`config.mk`:
```
export PLATFORM = sky130hd
export DESIGN_NAME = text_glyph_cursor_layout
export DESIGN_NICKNAME = d
export VERILOG_FILES = /design/src/sv/tgcl_pkg.sv /design/src/sv/text_glyph_cursor_layout.sv
export SDC_FILE = /design/constraint.sdc
export NUM_CORES = 1
export LEC_CHECK = 0
export BUFFER_PORTS_ARGS = -buffer_cell sky130_fd_sc_hd__buf_4
export CAP_MARGIN = 20
export CORE_UTILIZATION = 50
export CTS_CLUSTER_DIAMETER = 40
export DETAILED_ROUTE_END_ITERATION = 6
export MAX_ROUTING_LAYER = met4
export PLACE_DENSITY = 0.83
export SETUP_SLACK_MARGIN = 0.3
export SLEW_MARGIN = 25
export SYNTH_ARGS = -nofsm -noshare
export SYNTH_HDL_FRONTEND = slang
export SYNTH_SLANG_ARGS = --single-unit
export TNS_END_PERCENT = 100
```
`constraint.sdc`:
```
create_clock -name clk_i -period 6.6 [get_ports clk_i]
set_input_delay 1.65 -clock clk_i [delete_from_list [all_inputs] [get_ports clk_i]]
set_output_delay 1.65 -clock clk_i [all_outputs]
set_load 0.01 [all_outputs]
```
`src/sv/tgcl_pkg.sv`:
```
// tgcl_pkg: shared constants, codes and lookup functions for the glyph cursor layout
// no dependencies; used by text_glyph_cursor_layout and tgcl_checker
`timescale 1ns / 1ps

package tgcl_pkg;

  localparam int CoordW      = 16;
  localparam int CharW       = 8;
  localparam int CfgIndexW   = 2;
  localparam int CfgDataW    = 5;
  localparam int LineAdvance = 16;
  // tab stop must be a power of two
  localparam int TabStop     = 32;
  localparam int TabShift    = $clog2(TabStop);
  localparam int MonoAdvance = 8;

  // opcode in tuser
  localparam logic OpBegin = 1'b0;
  localparam logic OpChar  = 1'b1;

  // control characters
  localparam logic [CharW-1:0] CharTab     = 8'd9;
  localparam logic [CharW-1:0] CharNewline = 8'd10;

  // configuration register indexes
  localparam logic [CfgIndexW-1:0] CfgMonospace     = 2'd0;
  localparam logic [CfgIndexW-1:0] CfgKernEnable    = 2'd1;
  localparam logic [CfgIndexW-1:0] CfgLetterSpacing = 2'd2;

  typedef logic signed [CoordW-1:0] coord_t;
  typedef logic signed [CoordW+1:0] coord_wide_t;

  // advance widths for codes 32..127
  localparam logic [3:0] WidthTable [96] = '{
    4'd4, 4'd2, 4'd4, 4'd8, 4'd6, 4'd8, 4'd6, 4'd2, 4'd4, 4'd4, 4'd6, 4'd8, 4'd4, 4'd8, 4'd2, 4'd8,
    4'd6, 4'd4, 4'd6, 4'd6, 4'd6, 4'd6, 4'd6, 4'd6, 4'd6, 4'd6,
    4'd2, 4'd4, 4'd6, 4'd8, 4'd6, 4'd6, 4'd8,
    4'd6, 4'd6, 4'd6, 4'd6, 4'd6, 4'd6, 4'd6, 4'd6, 4'd2, 4'd6, 4'd6, 4'd6, 4'd8,
    4'd6, 4'd6, 4'd6, 4'd6, 4'd6, 4'd6, 4'd6, 4'd6, 4'd6, 4'd8, 4'd6, 4'd6, 4'd6,
    4'd4, 4'd8, 4'd4, 4'd6, 4'd8, 4'd2,
    4'd6, 4'd6, 4'd6, 4'd6, 4'd6, 4'd4, 4'd6, 4'd6, 4'd2, 4'd4, 4'd6, 4'd4, 4'd8,
    4'd6, 4'd6, 4'd6, 4'd6, 4'd4, 4'd6, 4'd4, 4'd6, 4'd6, 4'd8, 4'd6, 4'd6, 4'd6,
    4'd4, 4'd2, 4'd4, 4'd6,
    4'd0
  };

  function automatic logic is_drawable(input logic [CharW-1:0] code);
    is_drawable = (code >= 8'd32 && code <= 8'd127) || (code >= 8'd160);
  endfunction

  // advance before letter spacing
  function automatic logic [3:0] glyph_width(input logic [CharW-1:0] code,
                                             input logic         mono);
    logic [6:0] idx;
    idx = 7'(code - 8'd32);
    if (mono || code < 8'd32 || code > 8'd127) begin
      glyph_width = 4'(MonoAdvance);
    end else begin
      glyph_width = WidthTable[idx];
    end
  endfunction

  // pair kerning in whole pixels, zero for pairs not listed
  function automatic logic signed [5:0] kern_adjust(input logic [CharW-1:0] left,
                                                    input logic [CharW-1:0] right);
    unique case ({left, right})
      "AV":    kern_adjust = -6'sd20;
      "AW":    kern_adjust = -6'sd16;
      "AY":    kern_adjust = -6'sd18;
      "VA":    kern_adjust = -6'sd16;
      "WA":    kern_adjust = -6'sd14;
      "YA":    kern_adjust = -6'sd18;
      "Ta":    kern_adjust = -6'sd8;
      "Te":    kern_adjust = -6'sd8;
      "To":    kern_adjust = -6'sd8;
      "ff":    kern_adjust = -6'sd8;
      "fi":    kern_adjust = -6'sd6;
      "fl":    kern_adjust = -6'sd6;
      "rn":    kern_adjust = -6'sd4;
      "ro":    kern_adjust = -6'sd4;
      "ra":    kern_adjust = -6'sd4;
      "PA":    kern_adjust = -6'sd12;
      "FA":    kern_adjust = -6'sd10;
      "LV":    kern_adjust = -6'sd14;
      "LY":    kern_adjust = -6'sd12;
      default: kern_adjust = 6'sd0;
    endcase
  endfunction

  // clamp to the 16-bit coordinate range
  function automatic coord_t sat16(input coord_wide_t v);
    if (v > 18'sd32767) begin
      sat16 = 16'sh7fff;
    end else if (v < -18'sd32768) begin
      sat16 = 16'sh8000;
    end else begin
      sat16 = v[CoordW-1:0];
    end
  endfunction

endpackage

```
`src/sv/text_glyph_cursor_layout.sv`:
```
// text_glyph_cursor_layout: places glyphs of a byte string, one byte per cycle unless stalled
// input register, then result register; a result stall holds the byte in the input register
// the cursor update is a table lookup and two saturating adds
// reset (rst_ni low, asynchronous): cursor, line start and previous character cleared,
// monospace on, kerning off, letter spacing 0, both pipeline registers empty
// depends on tgcl_pkg
`timescale 1ns / 1ps

module text_glyph_cursor_layout (
  input  logic        clk_i,
  input  logic        rst_ni,

  // input stream
  input  logic        s_axis_tvalid,
  output logic        s_axis_tready,
  input  logic [39:0] s_axis_tdata,   // origin_x[15:0], origin_y[31:16], char_code[39:32]
  input  logic [0:0]  s_axis_tuser,   // opcode[0]

  // result stream
  output logic        m_axis_tvalid,
  input  logic        m_axis_tready,
  output logic [39:0] m_axis_tdata,   // glyph_x[15:0], glyph_y[31:16], glyph_code[39:32]
  output logic [0:0]  m_axis_tuser,   // draw[0]

  // configuration writes
  input  logic        cfg_valid_i,
  output logic        cfg_ready_o,
  input  logic [1:0]  cfg_index_i,
  input  logic [4:0]  cfg_data_i
);

  // configuration registers
  logic              monospace_q;
  logic              kern_en_q;
  logic signed [4:0] letter_spacing_q;

  // cursor state
  tgcl_pkg::coord_t  cursor_x_q, cursor_x_d;
  tgcl_pkg::coord_t  cursor_y_q, cursor_y_d;
  tgcl_pkg::coord_t  line_start_x_q, line_start_x_d;
  logic [7:0]        prev_char_q, prev_char_d;

  // input register
  logic              in_valid_q;
  logic              in_opcode_q;
  tgcl_pkg::coord_t  in_origin_x_q;
  tgcl_pkg::coord_t  in_origin_y_q;
  logic [7:0]        in_char_q;

  // result register
  logic              out_valid_q;
  tgcl_pkg::coord_t  out_x_q;
  tgcl_pkg::coord_t  out_y_q;
  logic [7:0]        out_code_q;
  logic              out_draw_q;

  // datapath
  logic              is_char;
  logic              is_newline;
  logic              is_tab;
  logic              emits;
  logic              out_free;
  logic              fire;
  logic signed [5:0] kern;
  tgcl_pkg::coord_t  x_kern;
  tgcl_pkg::coord_t  x_adv;
  tgcl_pkg::coord_t  x_tab;
  tgcl_pkg::coord_t  y_newline;
  tgcl_pkg::coord_wide_t step;
  tgcl_pkg::coord_wide_t tab_quot;
  logic              tab_round_up;
  logic [3:0]        width;

  // configuration is always taken, writes beyond the register list are dropped
  assign cfg_ready_o = 1'b1;

  always_ff @(posedge clk_i or negedge rst_ni) begin
    if (!rst_ni) begin
      monospace_q      <= 1'b1;
      kern_en_q        <= 1'b0;
      letter_spacing_q <= 5'sd0;
    end else if (cfg_valid_i) begin
      unique case (cfg_index_i)
        tgcl_pkg::CfgMonospace:     monospace_q      <= cfg_data_i[0];
        tgcl_pkg::CfgKernEnable:    kern_en_q        <= cfg_data_i[0];
        tgcl_pkg::CfgLetterSpacing: letter_spacing_q <= signed'(cfg_data_i);
        default: ;
      endcase
    end
  end

  // item classification
  assign is_char    = (in_opcode_q == tgcl_pkg::OpChar);
  assign is_newline = is_char && (in_char_q == tgcl_pkg::CharNewline);
  assign is_tab     = is_char && (in_char_q == tgcl_pkg::CharTab);
  assign emits      = is_char && !is_newline && !is_tab;

  // an item that gives a result needs room in the result register
  assign out_free      = !out_valid_q || m_axis_tready;
  assign fire          = in_valid_q && (!emits || out_free);
  assign s_axis_tready = !in_valid_q || fire;

  // kerning against the previous byte, zero means none
  assign kern   = (kern_en_q && prev_char_q != 8'd0)
                  ? tgcl_pkg::kern_adjust(prev_char_q, in_char_q) : 6'sd0;
  assign x_kern = tgcl_pkg::sat16(18'(cursor_x_q) + 18'(kern));

  // advance: glyph width plus letter spacing
  assign width = tgcl_pkg::glyph_width(in_char_q, monospace_q);
  assign step  = 18'(signed'({1'b0, width})) + 18'(letter_spacing_q);
  assign x_adv = tgcl_pkg::sat16(18'(x_kern) + step);

  // tab: quotient truncated toward zero, so negative values with a remainder round up
  assign tab_round_up = cursor_x_q[15] &&
                        ((cursor_x_q & 16'(tgcl_pkg::TabStop - 1)) != 16'sd0);
  assign tab_quot     = 18'(cursor_x_q >>> tgcl_pkg::TabShift) + 18'(tab_round_up);
  assign x_tab        = tgcl_pkg::sat16((tab_quot + 18'sd1) <<< tgcl_pkg::TabShift);

  // newline
  assign y_newline = tgcl_pkg::sat16(18'(cursor_y_q) + 18'(tgcl_pkg::LineAdvance));

  // next cursor state
  always_comb begin
    cursor_x_d     = cursor_x_q;
    cursor_y_d     = cursor_y_q;
    line_start_x_d = line_start_x_q;
    prev_char_d    = prev_char_q;
    if (fire) begin
      priority if (!is_char) begin
        cursor_x_d     = in_origin_x_q;
        cursor_y_d     = in_origin_y_q;
        line_start_x_d = in_origin_x_q;
        prev_char_d    = 8'd0;
      end else if (is_newline) begin
        cursor_x_d  = line_start_x_q;
        cursor_y_d  = y_newline;
        prev_char_d = 8'd0;
      end else if (is_tab) begin
        cursor_x_d  = x_tab;
        prev_char_d = 8'd0;
      end else begin
        cursor_x_d  = x_adv;
        prev_char_d = in_char_q;
      end
    end
  end

  always_ff @(posedge clk_i or negedge rst_ni) begin
    if (!rst_ni) begin
      cursor_x_q     <= '0;
      cursor_y_q     <= '0;
      line_start_x_q <= '0;
      prev_char_q    <= '0;
    end else begin
      cursor_x_q     <= cursor_x_d;
      cursor_y_q     <= cursor_y_d;
      line_start_x_q <= line_start_x_d;
      prev_char_q    <= prev_char_d;
    end
  end

  // input register, refilled in the same cycle it drains
  always_ff @(posedge clk_i or negedge rst_ni) begin
    if (!rst_ni) begin
      in_valid_q <= 1'b0;
    end else if (s_axis_tready) begin
      in_valid_q <= s_axis_tvalid;
    end
  end

  always_ff @(posedge clk_i) begin
    if (s_axis_tvalid && s_axis_tready) begin
      in_opcode_q   <= s_axis_tuser[0];
      in_origin_x_q <= signed'(s_axis_tdata[15:0]);
      in_origin_y_q <= signed'(s_axis_tdata[31:16]);
      in_char_q     <= s_axis_tdata[39:32];
    end
  end

  // result register
  always_ff @(posedge clk_i or negedge rst_ni) begin
    if (!rst_ni) begin
      out_valid_q <= 1'b0;
    end else if (fire && emits) begin
      out_valid_q <= 1'b1;
    end else if (m_axis_tready) begin
      out_valid_q <= 1'b0;
    end
  end

  always_ff @(posedge clk_i) begin
    if (fire && emits) begin
      out_x_q    <= x_kern;
      out_y_q    <= cursor_y_q;
      out_code_q <= in_char_q;
      out_draw_q <= tgcl_pkg::is_drawable(in_char_q);
    end
  end

  assign m_axis_tvalid = out_valid_q;
  assign m_axis_tdata  = {out_code_q, out_y_q, out_x_q};
  assign m_axis_tuser  = out_draw_q;

endmodule

```
After elaboration in Yosys (flattened, before gate mapping)
Memory sizes are Yosys's and may differ from the RTL's.
Cells that the tools add are included.
{"block": "word_totals", "register_bits": 147, "mem_bits_ro": 512, "output_inout_bits": 44, "memories": 1}
{"block": "op_classes", "addsub": 7, "magnitude_cmp": 14, "n_eq_ne": 24, "mux": 23, "n_bitwise": 2, "reduce_logical": 37}
{"name": "(no name shown)", "words": 128, "word_bits": 4, "rd": 1, "rd_ports_with_merged_regs": 0, "write_ports": 0, "line_no": "tgcl_pkg.sv:59", "source": "glyph_width = WidthTable[idx];"}
{"op": "== test 16 x 15 -> 1 bit, second input constant", "count": 19}
{"op": "2-to-1 mux 16 bit", "count": 13}
{"op": "one-hot mux 6 bit (9 select lines)", "count": 1}
{"op": "greater-than comparator 17 x 16 -> 1 bit, second input constant", "count": 3}
{"op": "less-than comparator 17 x 16 -> 1 bit, second input constant", "count": 3}
{"op": "adder 16 x 6 -> 17 bit", "count": 2}
{"op": "2-to-1 mux 8 bit", "count": 3}
{"op": "greater-than comparator 18 x 16 -> 1 bit, second input constant", "count": 1}
{"op": "less-than comparator 18 x 16 -> 1 bit, second input constant", "count": 1}
{"op": "adder 16 x 6 -> 17 bit, second input constant", "count": 1}
{"op": "== test 8 x 4 -> 1 bit, second input constant", "count": 2}
{"op": "greater-or-equal comparator 8 bit, second input constant", "count": 2}
{"op": "nonzero test 16 bit", "count": 1}
{"op": "adder 12 x 2 -> 13 bit, second input constant", "count": 1}
{"op": "adder 11 x 2 -> 12 bit", "count": 1}
{"op": "2-to-1 mux 4 bit", "count": 3}
{"op": "logical AND 1 bit", "count": 10}
{"op": "AND reduction 2 bit", "count": 5}
{"op": "OR reduction 2 bit", "count": 5}
{"op": "greater-or-equal comparator 8 x 6 -> 1 bit, second input constant", "count": 1}
{"op": "greater-than comparator 8 x 7 -> 1 bit, second input constant", "count": 1}
{"op": "less-or-equal comparator 8 x 7 -> 1 bit, second input constant", "count": 1}
{"op": "less-than comparator 8 x 6 -> 1 bit, second input constant", "count": 1}
{"op": "inverter 7 -> 8 bit", "count": 1}
{"op": "15 further kinds", "count": 25}

Logic depth before layout (Yosys ltp)
{"block": "logic_depth", "ltp_word": 15, "ltp_mapped": 31, "depth_no_buf": 29}

Worst setup path after synthesis
OpenSTA, ideal clock, no wires.
{"block": "synth_path", "path_kind": "register to register", "start": "reg in_char_q[1]", "end": "reg cursor_x_q[13]", "setup_ns": 0.124, "t_arrival_ns": 7.078, "required_time_ns": 6.476, "path_slack_ns": -0.602, "stages_incl_launch_ff": 29, "path_buffers": 3, "path_cell_list": "edfxtp_1 -> inv_1 -> ha_1 -> nor4b_1 -> nand4_1 -> nor4b_1 -> nor2_1 -> a21o_1 -> inv_1 -> ha_1 -> a21o_1 -> a21o_1 -> a21oi_1 -> nor3b_1 -> a21oi_1 -> a31o_2 -> clkbuf_1 -> buf_2 -> maj3_1 -> fa_1 -> fa_1 -> a211oi_1 -> o21ai_1 -> nand4_1 -> and3b_1 -> o2111ai_1 -> and2_0 -> clkbuf_1 -> a211o_1"}
{"block": "synth_between", "elab_chain_cells": 15, "elab_cells_between_ends": 63}
{"element": "start: declaration", "line_no": "text_glyph_cursor_layout.sv:48", "source": "logic [7:0] in_char_q;"}
{"element": "start signal: assignment", "line_no": "text_glyph_cursor_layout.sv:176", "source": "in_char_q <= s_axis_tdata[39:32];"}
{"element": "== test 16 x 15 -> 1 bit", "line_no": "tgcl_pkg.sv:66", "source": "unique case ({left, right})"}
{"element": "OR reduction 4 bit (no line), or another cell as far along"}
{"element": "one-hot mux 6 bit (9 select lines) *", "line_no": "tgcl_pkg.sv:66"}
{"element": "2-to-1 mux 6 bit *", "line_no": "text_glyph_cursor_layout.sv:105", "source": "? tgcl_pkg::kern_adjust(prev_char_q, in_char_q) : 6'sd0;"}
{"element": "adder 16 x 6 -> 17 bit *", "line_no": "text_glyph_cursor_layout.sv:106", "source": "assign x_kern = tgcl_pkg::sat16(18'(cursor_x_q) + 18'(kern));"}
{"element": "less-than comparator 17 x 16 -> 1 bit", "line_no": "tgcl_pkg.sv:94", "source": "end else if (v < -18'sd32768) begin"}
{"element": "2-to-1 mux 16 bit", "line_no": "tgcl_pkg.sv:94"}
{"element": "2-to-1 mux 16 bit *", "line_no": "tgcl_pkg.sv:92", "source": "if (v > 18'sd32767) begin"}
{"element": "named net x_kern[2]", "line_no": "text_glyph_cursor_layout.sv:65", "source": "tgcl_pkg::coord_t x_kern;"}
{"element": "adder 16 x 6 -> 17 bit *", "line_no": "text_glyph_cursor_layout.sv:111", "source": "assign x_adv = tgcl_pkg::sat16(18'(x_kern) + step);"}
{"element": "less-than comparator 17 x 16 -> 1 bit", "line_no": "tgcl_pkg.sv:94"}
{"element": "2-to-1 mux 16 bit", "line_no": "tgcl_pkg.sv:94"}
{"element": "2-to-1 mux 16 bit *", "line_no": "tgcl_pkg.sv:92"}
{"element": "2-to-1 mux 16 bit *", "line_no": "text_glyph_cursor_layout.sv:138", "source": "end else if (is_tab) begin"}
{"element": "2-to-1 mux 16 bit *", "line_no": "text_glyph_cursor_layout.sv:134", "source": "end else if (is_newline) begin"}
{"element": "2-to-1 mux 16 bit *", "line_no": "text_glyph_cursor_layout.sv:129", "source": "priority if (!is_char) begin"}
{"element": "end signal: assignment", "line_no": "text_glyph_cursor_layout.sv:155", "source": "cursor_x_q <= cursor_x_d;"}
{"element": "end: declaration", "line_no": "text_glyph_cursor_layout.sv:38", "source": "tgcl_pkg::coord_t cursor_x_q, cursor_x_d;"}
Mark *: on every way through the listed nets, which the timed path passes. The rest lies on a longest branch. The select of a mux whose other input is x is not followed.
A chain may end at the register's enable or synchronous reset.

Final worst setup path
Same ends and word-level chain as after synthesis.

==> metrics.txt <==
# TYPE chip_impl_metric gauge
chip_impl_info{name="run_status",value="finished, final reports clean"} 1
chip_impl_metric{name="drt_first_iter_violations",unit=""} 786
chip_impl_metric{name="hold_viol_final",unit=""} 0
chip_impl_metric{name="clkLatencyLatePin",unit="ps"} 440
chip_impl_info{name="critical_path.startpoint",value="in_char_q[1]"} 1
chip_impl_metric{name="post_drt_via_cell_ratio",unit=""} 6.047
chip_impl_metric{name="multi_input_combinational_cell_area",unit="µm²"} 5077
chip_impl_metric{name="wl_per_cell",unit="µm"} 19.52
chip_impl_metric{name="sequential_area_share_after_synthesis",unit="%"} 46.79
chip_impl_metric{name="dp.final_hpwl",unit="µm"} 16710
chip_impl_info{name="worstHoldPathType",value="flip-flop to flip-flop"} 1
chip_impl_metric{name="ys_seq_elements",unit=""} 147
chip_impl_metric{name="grt_pass1_wl",unit="µm"} 38610
chip_impl_metric{name="vdd.ir_drop.worst",unit="V"} 0.0003097
chip_impl_metric{name="clockPowerShare",unit="%"} 18.4
chip_impl_metric{name="worstPathBufferInverterCount",unit=""} 4
chip_impl_metric{name="final.setup_skew",unit="ps"} 13.70
chip_impl_metric{name="switchingPower",unit="mW"} 2.132
chip_impl_metric{name="worst_pin_slew",unit="ps"} 964.6
chip_impl_metric{name="final.period_utilization",unit="%"} 99.73
chip_impl_info{name="timing.hold.worst.start",value="in_origin_x_q[10]"} 1
chip_impl_metric{name="num_rows",unit=""} 47
chip_impl_metric{name="synth_cell_types",unit=""} 80
chip_impl_metric{name="detail-route-antenna-nets",unit=""} 0
chip_impl_metric{name="power_switching_share",unit="%"} 40.87
chip_impl_info{name="reg2reg_launch_point",value="in_char_q[1]"} 1
chip_impl_metric{name="clock_sinks",unit=""} 147
chip_impl_metric{name="global_route.usage.total",unit="%"} 28.45
chip_impl_metric{name="h-tree-depth",unit=""} 4
chip_impl_metric{name="worst-endpoint-arrival",unit="ps"} 6910
chip_impl_metric{name="nets",unit=""} 1147
chip_impl_metric{name="report.power.total",unit="mW"} 5.217
chip_impl_metric{name="cp_data_required_time",unit="ps"} 6930
chip_impl_metric{name="area_growth",unit="%"} 32.52
chip_impl_metric{name="grt_antenna_before_repair",unit=""} 0
chip_impl_info{name="critical_path_s_slowest_cell",value="sky130_fd_sc_hd__fa_1"} 1
chip_impl_info{name="cts_tree",value="done"} 1
chip_impl_metric{name="share_of_layout_cells_above_drive_strength_1",unit="%"} 32.28
chip_impl_metric{name="nFillCells",unit=""} 1262
chip_impl_metric{name="power.sequential.fraction",unit="%"} 25.7
chip_impl_metric{name="max-slew-margin-rel",unit="%"} 35.70
chip_impl_metric{name="cts_max_path_buffers",unit=""} 2
chip_impl_metric{name="number_of_synthesized_flops_with_an_enable_pin",unit=""} 82
chip_impl_metric{name="syn_warnings",unit=""} 0
chip_impl_metric{name="num_antenna_cells",unit=""} 0
chip_impl_metric{name="clk_transition_reported_paths",unit="ps"} 70
chip_impl_metric{name="synth.avg_cell_area",unit="µm²"} 10.19
chip_impl_metric{name="via_count_of_the_first_global_routing_pass",unit=""} 7487
chip_impl_metric{name="cts_hold_fix_bufs",unit=""} 0
chip_impl_metric{name="placement.setup.worst_slack",unit="ps"} -89.54
chip_impl_metric{name="regToRegSetupSlack",unit="ps"} 20
chip_impl_info{name="grt_setup_unrepaired",value="yes"} 1
chip_impl_metric{name="report.final.slew_viol_count",unit=""} 0
chip_impl_metric{name="cellLeakagePower",unit="nW"} 4.707
chip_impl_info{name="worstSetupPathType",value="flip-flop to flip-flop"} 1
chip_impl_metric{name="power_frac_comb",unit="%"} 55.9
chip_impl_metric{name="power_report.internal_total",unit="mW"} 3.084
chip_impl_metric{name="port_buffers",unit=""} 95
chip_impl_metric{name="globalRouteOverflowTotal",unit=""} 0
chip_impl_metric{name="finalWirelength",unit="µm"} 24740
chip_impl_metric{name="num_vias",unit=""} 7662
chip_impl_metric{name="floorplan.die_area",unit="µm²"} 18020
chip_impl_info{name="cp_top_family",value="adder cells"} 1
chip_impl_metric{name="drtPass1Iterations",unit=""} 6
chip_impl_metric{name="p_per_area",unit="nW/µm²"} 450.3
chip_impl_metric{name="initial_utilization",unit="%"} 51.98
chip_impl_metric{name="syn_area",unit="µm²"} 8742
chip_impl_metric{name="timing.fmax",unit="GHz"} 0.1519
chip_impl_metric{name="timing.final.setup_violations",unit=""} 0
chip_impl_info{name="startpoint_type",value="flip-flop"} 1
chip_impl_metric{name="grt_start_max_net_pins",unit=""} 66
chip_impl_metric{name="period_minus_slack",unit="ps"} 6582
chip_impl_metric{name="die_h",unit="µm"} 134.2
chip_impl_metric{name="route.detailed.drc",unit=""} 0
chip_impl_info{name="cts.root.buffer_cell",value="sky130_fd_sc_hd__clkbuf_16"} 1
chip_impl_metric{name="design.core.area",unit="µm²"} 16820
chip_impl_metric{name="tns",unit="ps"} 0
chip_impl_metric{name="top_level_ports",unit=""} 97
chip_impl_metric{name="gpl.final_weighted_congestion",unit=""} 0.9495
chip_impl_metric{name="crit_path_max_incr_delay",unit="ps"} 520
chip_impl_metric{name="post-route-worst-setup-slack",unit="ps"} 17.92
chip_impl_metric{name="max_cap_violations",unit=""} 0
chip_impl_info{name="critical_path.endpoint_type",value="flip-flop"} 1
chip_impl_metric{name="crit_fanout",unit=""} 7
chip_impl_metric{name="syn-num-nets",unit=""} 971
chip_impl_metric{name="area.sequential",unit="µm²"} 4090
chip_impl_metric{name="fraction_of_registers_with_async_set_or_reset_after_synthesis",unit="%"} 44.22
chip_impl_metric{name="cts_made_buffers",unit=""} 17
chip_impl_metric{name="die_width",unit="µm"} 134.2
chip_impl_metric{name="synthesis.instances",unit=""} 858
chip_impl_info{name="ys.flop_type",value="sky130_fd_sc_hd__edfxtp_1"} 1
synth_stat cells, types with 12 or more instances:
| library cell | number | area share, % |
|---|---|---|
| sky130_fd_sc_hd__nand2_1 | 113 | 4.9 |
| sky130_fd_sc_hd__edfxtp_1 | 82 | 28 |
| sky130_fd_sc_hd__dfrtp_1 | 64 | 18 |
| sky130_fd_sc_hd__nor2_1 | 59 | 2.5 |
| sky130_fd_sc_hd__ha_1 | 55 | 7.9 |
| sky130_fd_sc_hd__o21ai_0 | 46 | 2.6 |
| sky130_fd_sc_hd__a21oi_1 | 45 | 2.6 |
| sky130_fd_sc_hd__clkbuf_1 | 26 | 1.1 |
| sky130_fd_sc_hd__inv_1 | 24 | 1.0 |
| sky130_fd_sc_hd__nand3_1 | 23 | 1.3 |
| sky130_fd_sc_hd__nor3_1 | 20 | 1.1 |
| sky130_fd_sc_hd__maj3_1 | 16 | 1.8 |
| sky130_fd_sc_hd__xnor2_1 | 14 | 1.4 |
| sky130_fd_sc_hd__nand2b_1 | 13 | 0.93 |
| sky130_fd_sc_hd__a21o_1 | 12 | 1.0 |
sequential cells by signal, indices dropped and copies added (netlist names), 16 cells and up:
register and cells:
out_x_q 16, in_origin_y_q 16, out_y_q 16, in_origin_x_q 16, line_start_x_q 16, cursor_y_q 16, cursor_x_q 16
cell type report:
cell class | count | share of cell area (%)
Inverter | 25 | 0.8100
Clock inverter | 13 | 1.188
Tap cell | 220 | 2.376
Sequential cell | 147 | 35.31
Multi-Input combinational cell | 653 | 43.83
Timing Repair Buffer | 190 | 12.58
Clock buffer | 19 | 3.910
power by group through the flow:
| stage | registers (mW) | logic [mW] | clock network [mW] |
|---|---|---|---|
| floorplan | 1.30 | 1.57 | 0 |
| global placement | 1.34 | 2.28 | 0 |
| detailed placement | 1.34 | 2.32 | 0 |
| CTS | 1.33 | 2.48 | 0.964 |
| global route | 1.36 | 3.12 | 1.00 |
| finish | 1.34 | 2.91 | 0.960 |
cells by family (layout without fill, tap and decap cells):
kind of cell	count (synthesis)	count (layout)	synth area share [%]
other cells	1	1	0.04290
flops	147	147	46.79
buf+inv	58	247	2.691
compound gates	230	230	18.15
fa+ha+maj	76	76	10.85
xor+xnor	24	24	2.404
simple gates	307	307	17.20
mux	15	15	1.875
placed cells by master, fill, tap and decap left out, types with 7 or more instances in the layout:
cell and count:
sky130_fd_sc_hd__nand3_1 21, sky130_fd_sc_hd__nand2b_1 13, sky130_fd_sc_hd__nand2_1 111, sky130_fd_sc_hd__dfrtp_1 64
sky130_fd_sc_hd__o211ai_1 10, sky130_fd_sc_hd__o22ai_1 8, sky130_fd_sc_hd__buf_4 184, sky130_fd_sc_hd__nor2b_1 8
sky130_fd_sc_hd__maj3_1 10, sky130_fd_sc_hd__nor2_1 55, sky130_fd_sc_hd__a211o_1 8, sky130_fd_sc_hd__o21ai_0 40
sky130_fd_sc_hd__a21oi_1 41, sky130_fd_sc_hd__ha_4 21, sky130_fd_sc_hd__a221oi_1 8, sky130_fd_sc_hd__o21a_1 11
sky130_fd_sc_hd__inv_1 21, sky130_fd_sc_hd__mux2_2 11, sky130_fd_sc_hd__nor3_1 20, sky130_fd_sc_hd__xnor2_1 14
sky130_fd_sc_hd__o21ai_1 7, sky130_fd_sc_hd__edfxtp_1 82, sky130_fd_sc_hd__ha_1 28, sky130_fd_sc_hd__o31ai_1 8
sky130_fd_sc_hd__clkbuf_16 17, sky130_fd_sc_hd__xor2_1 9, sky130_fd_sc_hd__nand4_1 10, sky130_fd_sc_hd__a21o_1 12
tightest hold or removal path: stages, from the launching register on:
cell	delay (ps)
sky130_fd_sc_hd__edfxtp_1	320
sky130_fd_sc_hd__nand2_1	70
sky130_fd_sc_hd__nand2_1	50
path summary, 6_finish.rpt:
kind	end	cells past startpoint
max	cursor_x_q[13]	29
min	line_start_x_q[10]	2
max reg2reg	cursor_x_q[13]	29
min reg2reg	line_start_x_q[10]	2
max in group asynchronous	letter_spacing_q[0]	1
min in group asynchronous	cursor_y_q[6]	1
through the flow:
stage	cell area [µm²]	instances	util [%]	hold WS (ps)
after floorplan	8970	858	-	427.7
after global placement	10290	1202	61.17	455.4
after detailed placement	10290	1202	61.17	464.7
after CTS	11220	1254	66.71	480.7
after global routing	11580	1267	68.88	496.1
final	11580	1267	68.88	475.2
layer usage:
| layer | up-vias | GRT usage (%) | part of all wire (%) |
|---|---|---|---|
| met3 | 45 | 5.480 | 6.9 |
| met4 | 0 | 8.552 | 1.8 |
| met2 | 325 | 44.53 | 49 |
| met5 | - | - | 0 |
| li1 | 3574 | - | - |
| met1 | 3718 | 37.55 | 43 |
repair_timing:
item,CTS,global route
pin swaps,32,22
gates resized for setup,42,40
endpoints found under the setup margin,16,16
setup buffers,20,13
No activity file was read; power rests on OpenSTA's default activity.
